===== src/sv/wtach_pkg.sv =====
// Shared types, constants and control structs for the windowed tachometer.
// Used by wtach_ctrl, wtach_dp and windowed_tachometer_core.
package wtach_pkg;

    // Timestamp and period counter widths
    localparam int TS_BITS  = 32;
    localparam int CNT_BITS = 16;

    // Field widths fixed by the interface
    localparam int TARGET_BITS  = 16;
    localparam int PPR_BITS     = 16;
    localparam int CFG_IDX_BITS = 1;
    localparam int CFG_DAT_BITS = 16;
    localparam int SPEED_BITS   = 32;

    // rpm = count * 600e6 * 256 / (elapsed * ppr)
    localparam int RPM_BITS = 30;
    localparam int Q8_BITS  = 8;
    localparam logic [RPM_BITS-1:0] RPM_SCALE = 30'd600000000;

    localparam int PROD_BITS = CNT_BITS + RPM_BITS;
    localparam int NUM_BITS  = PROD_BITS + Q8_BITS;
    localparam int DEN_BITS  = TS_BITS + PPR_BITS;
    localparam int STEP_BITS = $clog2(NUM_BITS);

    localparam logic [CNT_BITS-1:0] CNT_MAX = {CNT_BITS{1'b1}};

    // Register indexes
    localparam logic [CFG_IDX_BITS-1:0] REG_TARGET_COUNT = 1'd0;
    localparam logic [CFG_IDX_BITS-1:0] REG_PPR          = 1'd1;

    // Input opcodes and end causes
    localparam logic OP_EDGE       = 1'b0;
    localparam logic OP_TIMEOUT    = 1'b1;
    localparam logic CAUSE_TARGET  = 1'b0;
    localparam logic CAUSE_TIMEOUT = 1'b1;

    typedef struct packed {
        logic        opcode;
        logic [31:0] edge_time;
    } in_word_t;

    typedef struct packed {
        logic [15:0] periods_used;
        logic [31:0] elapsed_ticks;
        logic        end_cause;
        logic [31:0] speed_rpm_q8;
    } out_word_t;

    typedef enum logic [1:0] {
        S_IDLE,
        S_MUL,
        S_DIV,
        S_OUT
    } state_t;

    typedef struct packed {
        logic accept;    // input word taken this cycle
        logic mul_load;  // register numerator and denominator
        logic div_step;  // one restoring division step
        logic out_load;  // load result into output register
    } dp_cmd_t;

    typedef struct packed {
        logic pub_req;   // presented word closes a window
        logic den_zero;  // denominator is zero, hold speed
        logic out_free;  // output register can take a word
    } dp_status_t;

endpackage


===== src/sv/wtach_ctrl.sv =====
// Controller FSM of the windowed tachometer: sequences accept, multiply,
// bit-serial divide and result load. Depends on wtach_pkg.
module wtach_ctrl
    import wtach_pkg::*;
(
    input  logic       clk,
    input  logic       rst_n,
    input  logic       in_valid,
    output logic       in_stall,
    input  dp_status_t status,
    output dp_cmd_t    cmd,
    output state_t     state
);

    state_t               state_reg, state_next;
    logic [STEP_BITS-1:0] step_reg, step_next;

    always_ff @(posedge clk or negedge rst_n)
    begin
        if (!rst_n)
        begin
            state_reg <= S_IDLE;
            step_reg  <= '0;
        end
        else
        begin
            state_reg <= state_next;
            step_reg  <= step_next;
        end
    end

    always_comb
    begin
        state_next = state_reg;
        step_next  = step_reg;
        cmd        = '0;
        in_stall   = 1'b1;
        case (state_reg)
            S_IDLE:
            begin
                in_stall   = 1'b0;
                cmd.accept = in_valid;
                if (in_valid && status.pub_req)
                    state_next = S_MUL;
            end
            S_MUL:
            begin
                cmd.mul_load = 1'b1;
                step_next    = '0;
                state_next   = S_DIV;
            end
            S_DIV:
            begin
                if (status.den_zero)
                    state_next = S_OUT;
                else
                begin
                    cmd.div_step = 1'b1;
                    if (step_reg == STEP_BITS'(NUM_BITS - 1))
                        state_next = S_OUT;
                    else
                        step_next = step_reg + 1'b1;
                end
            end
            S_OUT:
            begin
                if (status.out_free)
                begin
                    cmd.out_load = 1'b1;
                    state_next   = S_IDLE;
                end
            end
            default:
            begin
                state_next = S_IDLE;
            end
        endcase
    end

    assign state = state_reg;

endmodule


===== src/sv/wtach_dp.sv =====
// Datapath of the windowed tachometer: config registers, window state,
// multiplier, restoring divider and output register. Depends on wtach_pkg.
module wtach_dp
    import wtach_pkg::*;
(
    input  logic                    clk,
    input  logic                    rst_n,
    input  logic                    cfg_valid,
    input  logic [CFG_IDX_BITS-1:0] cfg_index,
    input  logic [CFG_DAT_BITS-1:0] cfg_data,
    input  in_word_t                in_word,
    output out_word_t               out_word,
    output logic                    out_valid,
    input  logic                    out_stall,
    input  dp_cmd_t                 cmd,
    output dp_status_t              status
);

    // Config
    logic [TARGET_BITS-1:0] target_reg, target_next;
    logic [PPR_BITS-1:0]    ppr_reg, ppr_next;

    // Window state
    logic                armed_reg, armed_next;
    logic                running_reg, running_next;
    logic [TS_BITS-1:0]  start_reg, start_next;
    logic [TS_BITS-1:0]  last_reg, last_next;
    logic [CNT_BITS-1:0] count_reg, count_next;
    logic [SPEED_BITS-1:0] held_reg, held_next;

    // Published window, arithmetic, output
    logic [CNT_BITS-1:0] pcount_reg, pcount_next;
    logic [TS_BITS-1:0]  pelapsed_reg, pelapsed_next;
    logic                pcause_reg, pcause_next;
    logic [DEN_BITS-1:0] den_reg, den_next;
    logic [DEN_BITS-1:0] rem_reg, rem_next;
    logic [NUM_BITS-1:0] nq_reg, nq_next;
    out_word_t           out_reg, out_next;
    logic                out_valid_reg, out_valid_next;

    logic [TS_BITS-1:0]    t_in;
    logic [CNT_BITS-1:0]   count_inc;
    logic                  edge_close;
    logic                  tmo_close;
    logic [PROD_BITS-1:0]  prod;
    logic [DEN_BITS:0]     trial;
    logic [DEN_BITS:0]     diff;
    logic                  ge;
    logic [SPEED_BITS-1:0] q_sat;
    logic [SPEED_BITS-1:0] speed;

    assign t_in      = in_word.edge_time[TS_BITS-1:0];
    assign count_inc = (count_reg == CNT_MAX) ? count_reg : count_reg + 1'b1;
    assign edge_close = running_reg && (TARGET_BITS'(count_inc) >= target_reg);
    assign tmo_close  = running_reg && (count_reg != '0);

    assign prod  = PROD_BITS'(pcount_reg) * PROD_BITS'(RPM_SCALE);
    assign trial = {rem_reg, nq_reg[NUM_BITS-1]};
    assign diff  = trial - {1'b0, den_reg};
    assign ge    = (trial >= {1'b0, den_reg});
    assign q_sat = (nq_reg[NUM_BITS-1:SPEED_BITS] != '0) ? {SPEED_BITS{1'b1}}
                                                        : nq_reg[SPEED_BITS-1:0];
    assign speed = (den_reg == '0) ? held_reg : q_sat;

    assign status.pub_req  = (in_word.opcode == OP_EDGE) ? edge_close : tmo_close;
    assign status.den_zero = (den_reg == '0);
    assign status.out_free = !out_valid_reg || !out_stall;

    always_comb
    begin
        target_next    = target_reg;
        ppr_next       = ppr_reg;
        armed_next     = armed_reg;
        running_next   = running_reg;
        start_next     = start_reg;
        last_next      = last_reg;
        count_next     = count_reg;
        held_next      = held_reg;
        pcount_next    = pcount_reg;
        pelapsed_next  = pelapsed_reg;
        pcause_next    = pcause_reg;
        den_next       = den_reg;
        rem_next       = rem_reg;
        nq_next        = nq_reg;
        out_next       = out_reg;
        out_valid_next = out_valid_reg;

        if (cfg_valid)
        begin
            case (cfg_index)
                REG_TARGET_COUNT: target_next = TARGET_BITS'(cfg_data);
                REG_PPR:          ppr_next    = PPR_BITS'(cfg_data);
                default:          ;
            endcase
        end

        if (cmd.accept)
        begin
            if (in_word.opcode == OP_EDGE)
            begin
                last_next = t_in;
                if (running_reg)
                begin
                    count_next = count_inc;
                    if (edge_close)
                    begin
                        running_next  = 1'b0;
                        armed_next    = 1'b1;
                        pcount_next   = count_inc;
                        pelapsed_next = t_in - start_reg;
                        pcause_next   = CAUSE_TARGET;
                    end
                end
                else if (armed_reg)
                begin
                    start_next   = t_in;
                    count_next   = '0;
                    running_next = 1'b1;
                    armed_next   = 1'b0;
                end
            end
            else if (tmo_close)
            begin
                running_next  = 1'b0;
                armed_next    = 1'b1;
                pcount_next   = count_reg;
                pelapsed_next = last_reg - start_reg;
                pcause_next   = CAUSE_TIMEOUT;
            end
        end

        if (cmd.mul_load)
        begin
            nq_next  = {prod, Q8_BITS'(0)};
            den_next = DEN_BITS'(pelapsed_reg) * DEN_BITS'(ppr_reg);
            rem_next = '0;
        end

        if (cmd.div_step)
        begin
            rem_next = ge ? diff[DEN_BITS-1:0] : trial[DEN_BITS-1:0];
            nq_next  = {nq_reg[NUM_BITS-2:0], ge};
        end

        if (out_valid_reg && !out_stall)
            out_valid_next = 1'b0;
        if (cmd.out_load)
        begin
            held_next              = speed;
            out_next.periods_used  = 16'(pcount_reg);
            out_next.elapsed_ticks = 32'(pelapsed_reg);
            out_next.end_cause     = pcause_reg;
            out_next.speed_rpm_q8  = speed;
            out_valid_next         = 1'b1;
        end
    end

    always_ff @(posedge clk or negedge rst_n)
    begin
        if (!rst_n)
        begin
            target_reg    <= TARGET_BITS'(100);
            ppr_reg       <= PPR_BITS'(1);
            armed_reg     <= 1'b1;
            running_reg   <= 1'b0;
            start_reg     <= '0;
            last_reg      <= '0;
            count_reg     <= '0;
            held_reg      <= '0;
            out_valid_reg <= 1'b0;
        end
        else
        begin
            target_reg    <= target_next;
            ppr_reg       <= ppr_next;
            armed_reg     <= armed_next;
            running_reg   <= running_next;
            start_reg     <= start_next;
            last_reg      <= last_next;
            count_reg     <= count_next;
            held_reg      <= held_next;
            out_valid_reg <= out_valid_next;
        end
    end

    always_ff @(posedge clk)
    begin
        pcount_reg   <= pcount_next;
        pelapsed_reg <= pelapsed_next;
        pcause_reg   <= pcause_next;
        den_reg      <= den_next;
        rem_reg      <= rem_next;
        nq_reg       <= nq_next;
        out_reg      <= out_next;
    end

    assign out_word  = out_reg;
    assign out_valid = out_valid_reg;

endmodule


===== src/sv/windowed_tachometer_core.sv =====
// Top level of the windowed tachometer (reciprocal frequency counter).
// Instantiates wtach_ctrl and wtach_dp; depends on wtach_pkg.
//
// Each input word is a rising edge with its 10 MHz capture time, or a
// timeout tick. An armed edge opens a window; later edges are counted until
// target_count is reached, or a timeout closes a window holding at least one
// period. A closed window yields one output word: period count, elapsed
// ticks (wrap-safe), end cause and speed in rpm, unsigned Q24.8, computed as
// count*600e6*256/(elapsed*ppr), ppr being the periods-per-revolution
// register, and saturated to 32 bits; with a zero denominator the previous
// speed repeats. A word that closes no window is taken straight from idle.
// A closing word goes through accept, multiply, 54 steps of the
// bit-serial restoring divider (one quotient bit a cycle; a zero denominator
// skips the steps) and a load of the output register; the load waits
// while a previous result is still stalled. in_stall is high from the
// multiply until the load. Config writes are always ready and are
// meant for when the block is idle.
module windowed_tachometer_core
    import wtach_pkg::*;
(
    input  logic                    clk,
    input  logic                    rst_n,
    // input words
    input  logic                    in_valid,
    output logic                    in_stall,
    input  in_word_t                in_word,
    // result words
    output logic                    out_valid,
    input  logic                    out_stall,
    output out_word_t               out_word,
    // config writes
    input  logic                    cfg_valid,
    output logic                    cfg_ready,
    input  logic [CFG_IDX_BITS-1:0] cfg_index,
    input  logic [CFG_DAT_BITS-1:0] cfg_data
);

    dp_cmd_t    cmd;
    dp_status_t status;
    state_t     state;

    assign cfg_ready = 1'b1;

    wtach_ctrl u_ctrl (
        .clk      (clk),
        .rst_n    (rst_n),
        .in_valid (in_valid),
        .in_stall (in_stall),
        .status   (status),
        .cmd      (cmd),
        .state    (state)
    );

    wtach_dp u_dp (
        .clk       (clk),
        .rst_n     (rst_n),
        .cfg_valid (cfg_valid),
        .cfg_index (cfg_index),
        .cfg_data  (cfg_data),
        .in_word   (in_word),
        .out_word  (out_word),
        .out_valid (out_valid),
        .out_stall (out_stall),
        .cmd       (cmd),
        .status    (status)
    );

    // A closing word must take the controller out of idle.
    a_pub_leaves_idle: assert property (@(posedge clk) disable iff (!rst_n)
        (in_valid && !in_stall && status.pub_req) |=> in_stall)
        else $error("closing word did not start computation");

    // A new result appears only from the load state.
    a_out_from_load: assert property (@(posedge clk) disable iff (!rst_n)
        (out_valid && !$past(out_valid)) |-> ($past(state) == S_OUT))
        else $error("result appeared outside load state");

    // Result load never overwrites a stalled word.
    a_no_overwrite: assert property (@(posedge clk) disable iff (!rst_n)
        cmd.out_load |-> (!out_valid || !out_stall))
        else $error("result overwrote a pending word");

endmodule


===== config.mk =====
export PLATFORM = sky130hd
export DESIGN_NAME = windowed_tachometer_core
export DESIGN_NICKNAME = d
export VERILOG_FILES = /design/src/sv/wtach_pkg.sv /design/src/sv/wtach_ctrl.sv /design/src/sv/wtach_dp.sv /design/src/sv/windowed_tachometer_core.sv
export SDC_FILE = /design/constraint.sdc
export NUM_CORES = 2
export LEC_CHECK = 0
export BUFFER_PORTS_ARGS = -buffer_cell sky130_fd_sc_hd__buf_2
export CAP_MARGIN = 40
export CORE_MARGIN = 2
export CORE_UTILIZATION = 52
export CTS_CLUSTER_DIAMETER = 60
export CTS_CLUSTER_SIZE = 28
export DETAILED_ROUTE_END_ITERATION = 6
export PLACE_DENSITY_LB_ADDON = 0.15
export SLEW_MARGIN = 20
export SYNTH_ARGS = -nofsm -noshare
export SYNTH_HDL_FRONTEND = slang
export SYNTH_HIERARCHICAL = 1
export SYNTH_SLANG_ARGS = --single-unit

===== constraint.sdc =====
create_clock -name clk -period 8.1 [get_ports clk]
set_clock_uncertainty 0.15 [all_clocks]
set_input_delay 0.405 -clock clk [delete_from_list [all_inputs] [get_ports clk]]
set_output_delay 0.405 -clock clk [all_outputs]
set_load 0.02 [all_outputs]

==> results_dict.tcl <==
set metrics [dict create \
    setup_tns_ns 0 \
    startpoint_type "flop" \
    synth_top_family_by_area "adder cells" \
    drc 0 \
    yosysWarnings 6 \
    grt_busiest_layer "met2" \
    core_um2 83420 \
    fill_cells 7200 \
    dpl.hpwl_um 80010 \
    path_clk_slew_ns 0.09 \
    start_util 0.5243 \
    seq_area_frac_synth 0.2811 \
    layout_commonest_cell "inv_1" \
    viasPerCell 5.449 \
    use_met1 0.3501 \
    place_congestion 0.9013 \
    place_ws_ns 0.8724 \
    grt_pass1_vias 31346 \
    nNetsFinal 5497 \
    avgRoutedWirePerCell_um 18.53 \
    period_share 0.8903 \
    cts-root-buf "clkbuf_16" \
    yosys_most_used_dff "edfxtp_1" \
    h-tree-depth 2 \
    met3_usage 0.03693 \
    relSlewSlack 0.3873 \
    diodes 0 \
    cts-buffers-inserted 46 \
    drt_pass1_iterations 5 \
    grt_max_degree 69 \
    finalHoldViolCount 0 \
    drive_above_1_share 0.09253 \
    drt_iter0_drc 1705 \
    die_w_um 294.0 \
    grtUsageTotal 0.2475 \
    fmax_mhz 138.7 \
    r2r_start "u_dp/ppr_reg[1]" \
    clkSinkCount 435 \
    rsz0062_at_grt "no" \
    synth_adder_area_share 0.3401 \
    fin_crit_ns 7.212 \
    yosysUniqueCellTypes 99 \
    antenna_found_initial 2 \
    fin_ws_ns 0.8884 \
    end_kind "flop" \
    setup_viol 0 \
    insertion_delay_ns 0.67 \
    largest_reg_flops 81 \
    whs_path_depth 5 \
    postCtsSetupRepairBufs 0 \
    wirelength_um 105100 \
    worstHoldStart "cfg_index" \
    synth_simple_gate_area_frac 0.1440 \
    grt_pass1_wl_um 169800 \
    final_cell_count_no_fill 5673 \
    hold_class "in2reg" \
    synth-compound-area-share 0.09856 \
    outcome "completed" \
    critical_path.max_fanout 21 \
    die_y_um 294.0 \
    die-area_um2 86440 \
    r2r_end "u_dp/den_reg[47]" \
    synthMuxAreaShare 0.02612 \
    num_rows 106 \
    ys_async_sr_fraction 0.3563 \
    final_cell_mix "705 x inv_1, 593 x nand2_1, 503 x fa_1" \
    numPortBuffers 137 \
    io_pins 139 \
    use_met2 0.4039 \
    hold_path_end "u_dp/target_reg[5]" \
    regToRegSetupSlack_ns 0.89 \
    crit_arrival_ns 7.45 \
    synth_xor_area_frac 0.03204 \
    synthToLayoutAreaGrowth_pct 9.346 \
    finalMaxSlewViolations 0 \
    rr_worst_depth 23 \
    syn_inst 4464 \
    synth_enable_flop_cells 280 \
    synth.avg_cell_area_um2 9.797 \
    required_ns 8.34 \
    worst-setup-path-type "reg2reg" \
    cts_tree "built" \
    gr-total-overflow 0 \
    dpl.cell_count 5530 \
    drtAntennaViolNets 0 \
    cts_buffer_depth 3 \
    synth.ff_latch_count 435 \
    max_slew.worst_pin.slew_ns 0.9190 \
    syn_area_um2 43740 \
    maxCapViolCount 0 \
    vias 30911 \
    syn_nets 5406 \
]
## through the flow
step / utilization / hold slack (ns) / cell area, µm²
floorplan: - / -0.04059 / 43740
global placement: 0.5427 / 0.2477 / 45270
detailed placement: 0.5443 / 0.2486 / 45410
CTS: 0.5719 / 0.07211 / 47710
global route: 0.5733 / 0.1330 / 47820
finish: 0.5733 / 0.1157 / 47820
## cell usage after synthesis (18+ instances only)
library cell,count,share of area
clkbuf_1,155,0.013
buf_2,19,0.0022
o21a_1,21,0.0036
nand4_1,40,0.0057
o21ai_0,156,0.018
fa_1,503,0.23
o31ai_1,25,0.0043
inv_1,706,0.061
and2_1,246,0.035
nor2_1,179,0.015
nand2_1,593,0.051
dfrtp_1,150,0.086
mux2_2,89,0.023
ha_1,384,0.11
nor3_1,63,0.0072
nand2b_1,29,0.0041
o21ai_1,22,0.0025
a21oi_1,180,0.021
nand3_1,42,0.0048
edfxtp_1,280,0.19
o21bai_1,28,0.0048
a211oi_1,18,0.0031
xor2_1,61,0.012
a21o_1,88,0.015
and3_1,21,0.0030
xnor2_1,99,0.020
nor2b_1,36,0.0051
nor4_1,22,0.0031
## cell type report
class | count | area, µm² | share of cell area
clock inverter | 38 | 641.9 | 0.01342
clock buffer | 48 | 1159 | 0.02423
tap | 1080 | 1351 | 0.02826
sequential | 435 | 12300 | 0.2571
multi-input combinational | 3132 | 28050 | 0.5866
timing repair buffer | 233 | 1667 | 0.03485
inverter | 707 | 2655 | 0.05552
## timing repair
item	4_1_cts	5_1_grt
hold buffers	50	0
hold endpoints to repair	151	0
gates resized for setup	0	0
## cells by family (layout without fill, tap and decap cells)
| family | Yosys count | in the layout |
|---|---|---|
| adder cells (fa/ha/maj) | 887 | 887 |
| AND/OR/NAND/NOR | 1323 | 1323 |
| other | 1 | 1 |
| AO/OA/AOI/OAI | 658 | 658 |
| flip-flops | 435 | 435 |
| buffers and inverters | 897 | 1026 |
| multiplexers | 103 | 103 |
| XOR/XNOR | 160 | 160 |
## layer usage
metal,vias to the layer above,wire length [µm]
met5,-,0
met4,0,1984
met3,130,6431
li1,14735,-
met1,15216,47390
met2,830,49290
## critical path, cell delays in order, from the launching register on
cell and delay (ns):
dfrtp_1 0.84, buf_4 0.34, nand2_1 0.10, fa_1 0.54, fa_1 0.53, fa_1 0.51, inv_1 0.06, fa_1 0.49
fa_1 0.52, inv_1 0.06, fa_1 0.47, inv_1 0.04, ha_1 0.41, nand4_1 0.17, nor3_1 0.26, nand2_1 0.11
o211ai_1 0.17, nor3_1 0.07, buf_4 0.15, o21ai_2 0.22, a31oi_4 0.14, o21a_1 0.23, o31ai_1 0.30, xnor2_1 0.11
## worst max path at each step
stage                       endpoint  slack [ns]                   from
finish              u_dp/den_reg[47]        0.89        u_dp/ppr_reg[1]
global route        u_dp/den_reg[47]        0.42        u_dp/ppr_reg[1]
CTS                 u_dp/den_reg[47]        0.89        u_dp/ppr_reg[1]
detailed placement  u_dp/den_reg[47]        0.87        u_dp/ppr_reg[1]
global placement    u_dp/den_reg[29]        0.86        u_dp/ppr_reg[3]
floorplan           u_dp/den_reg[47]        1.72  u_dp/pelapsed_reg[27]
Power is not shown: default switching activity piles up to over one toggle a cycle in this logic, so the estimate is an artifact.
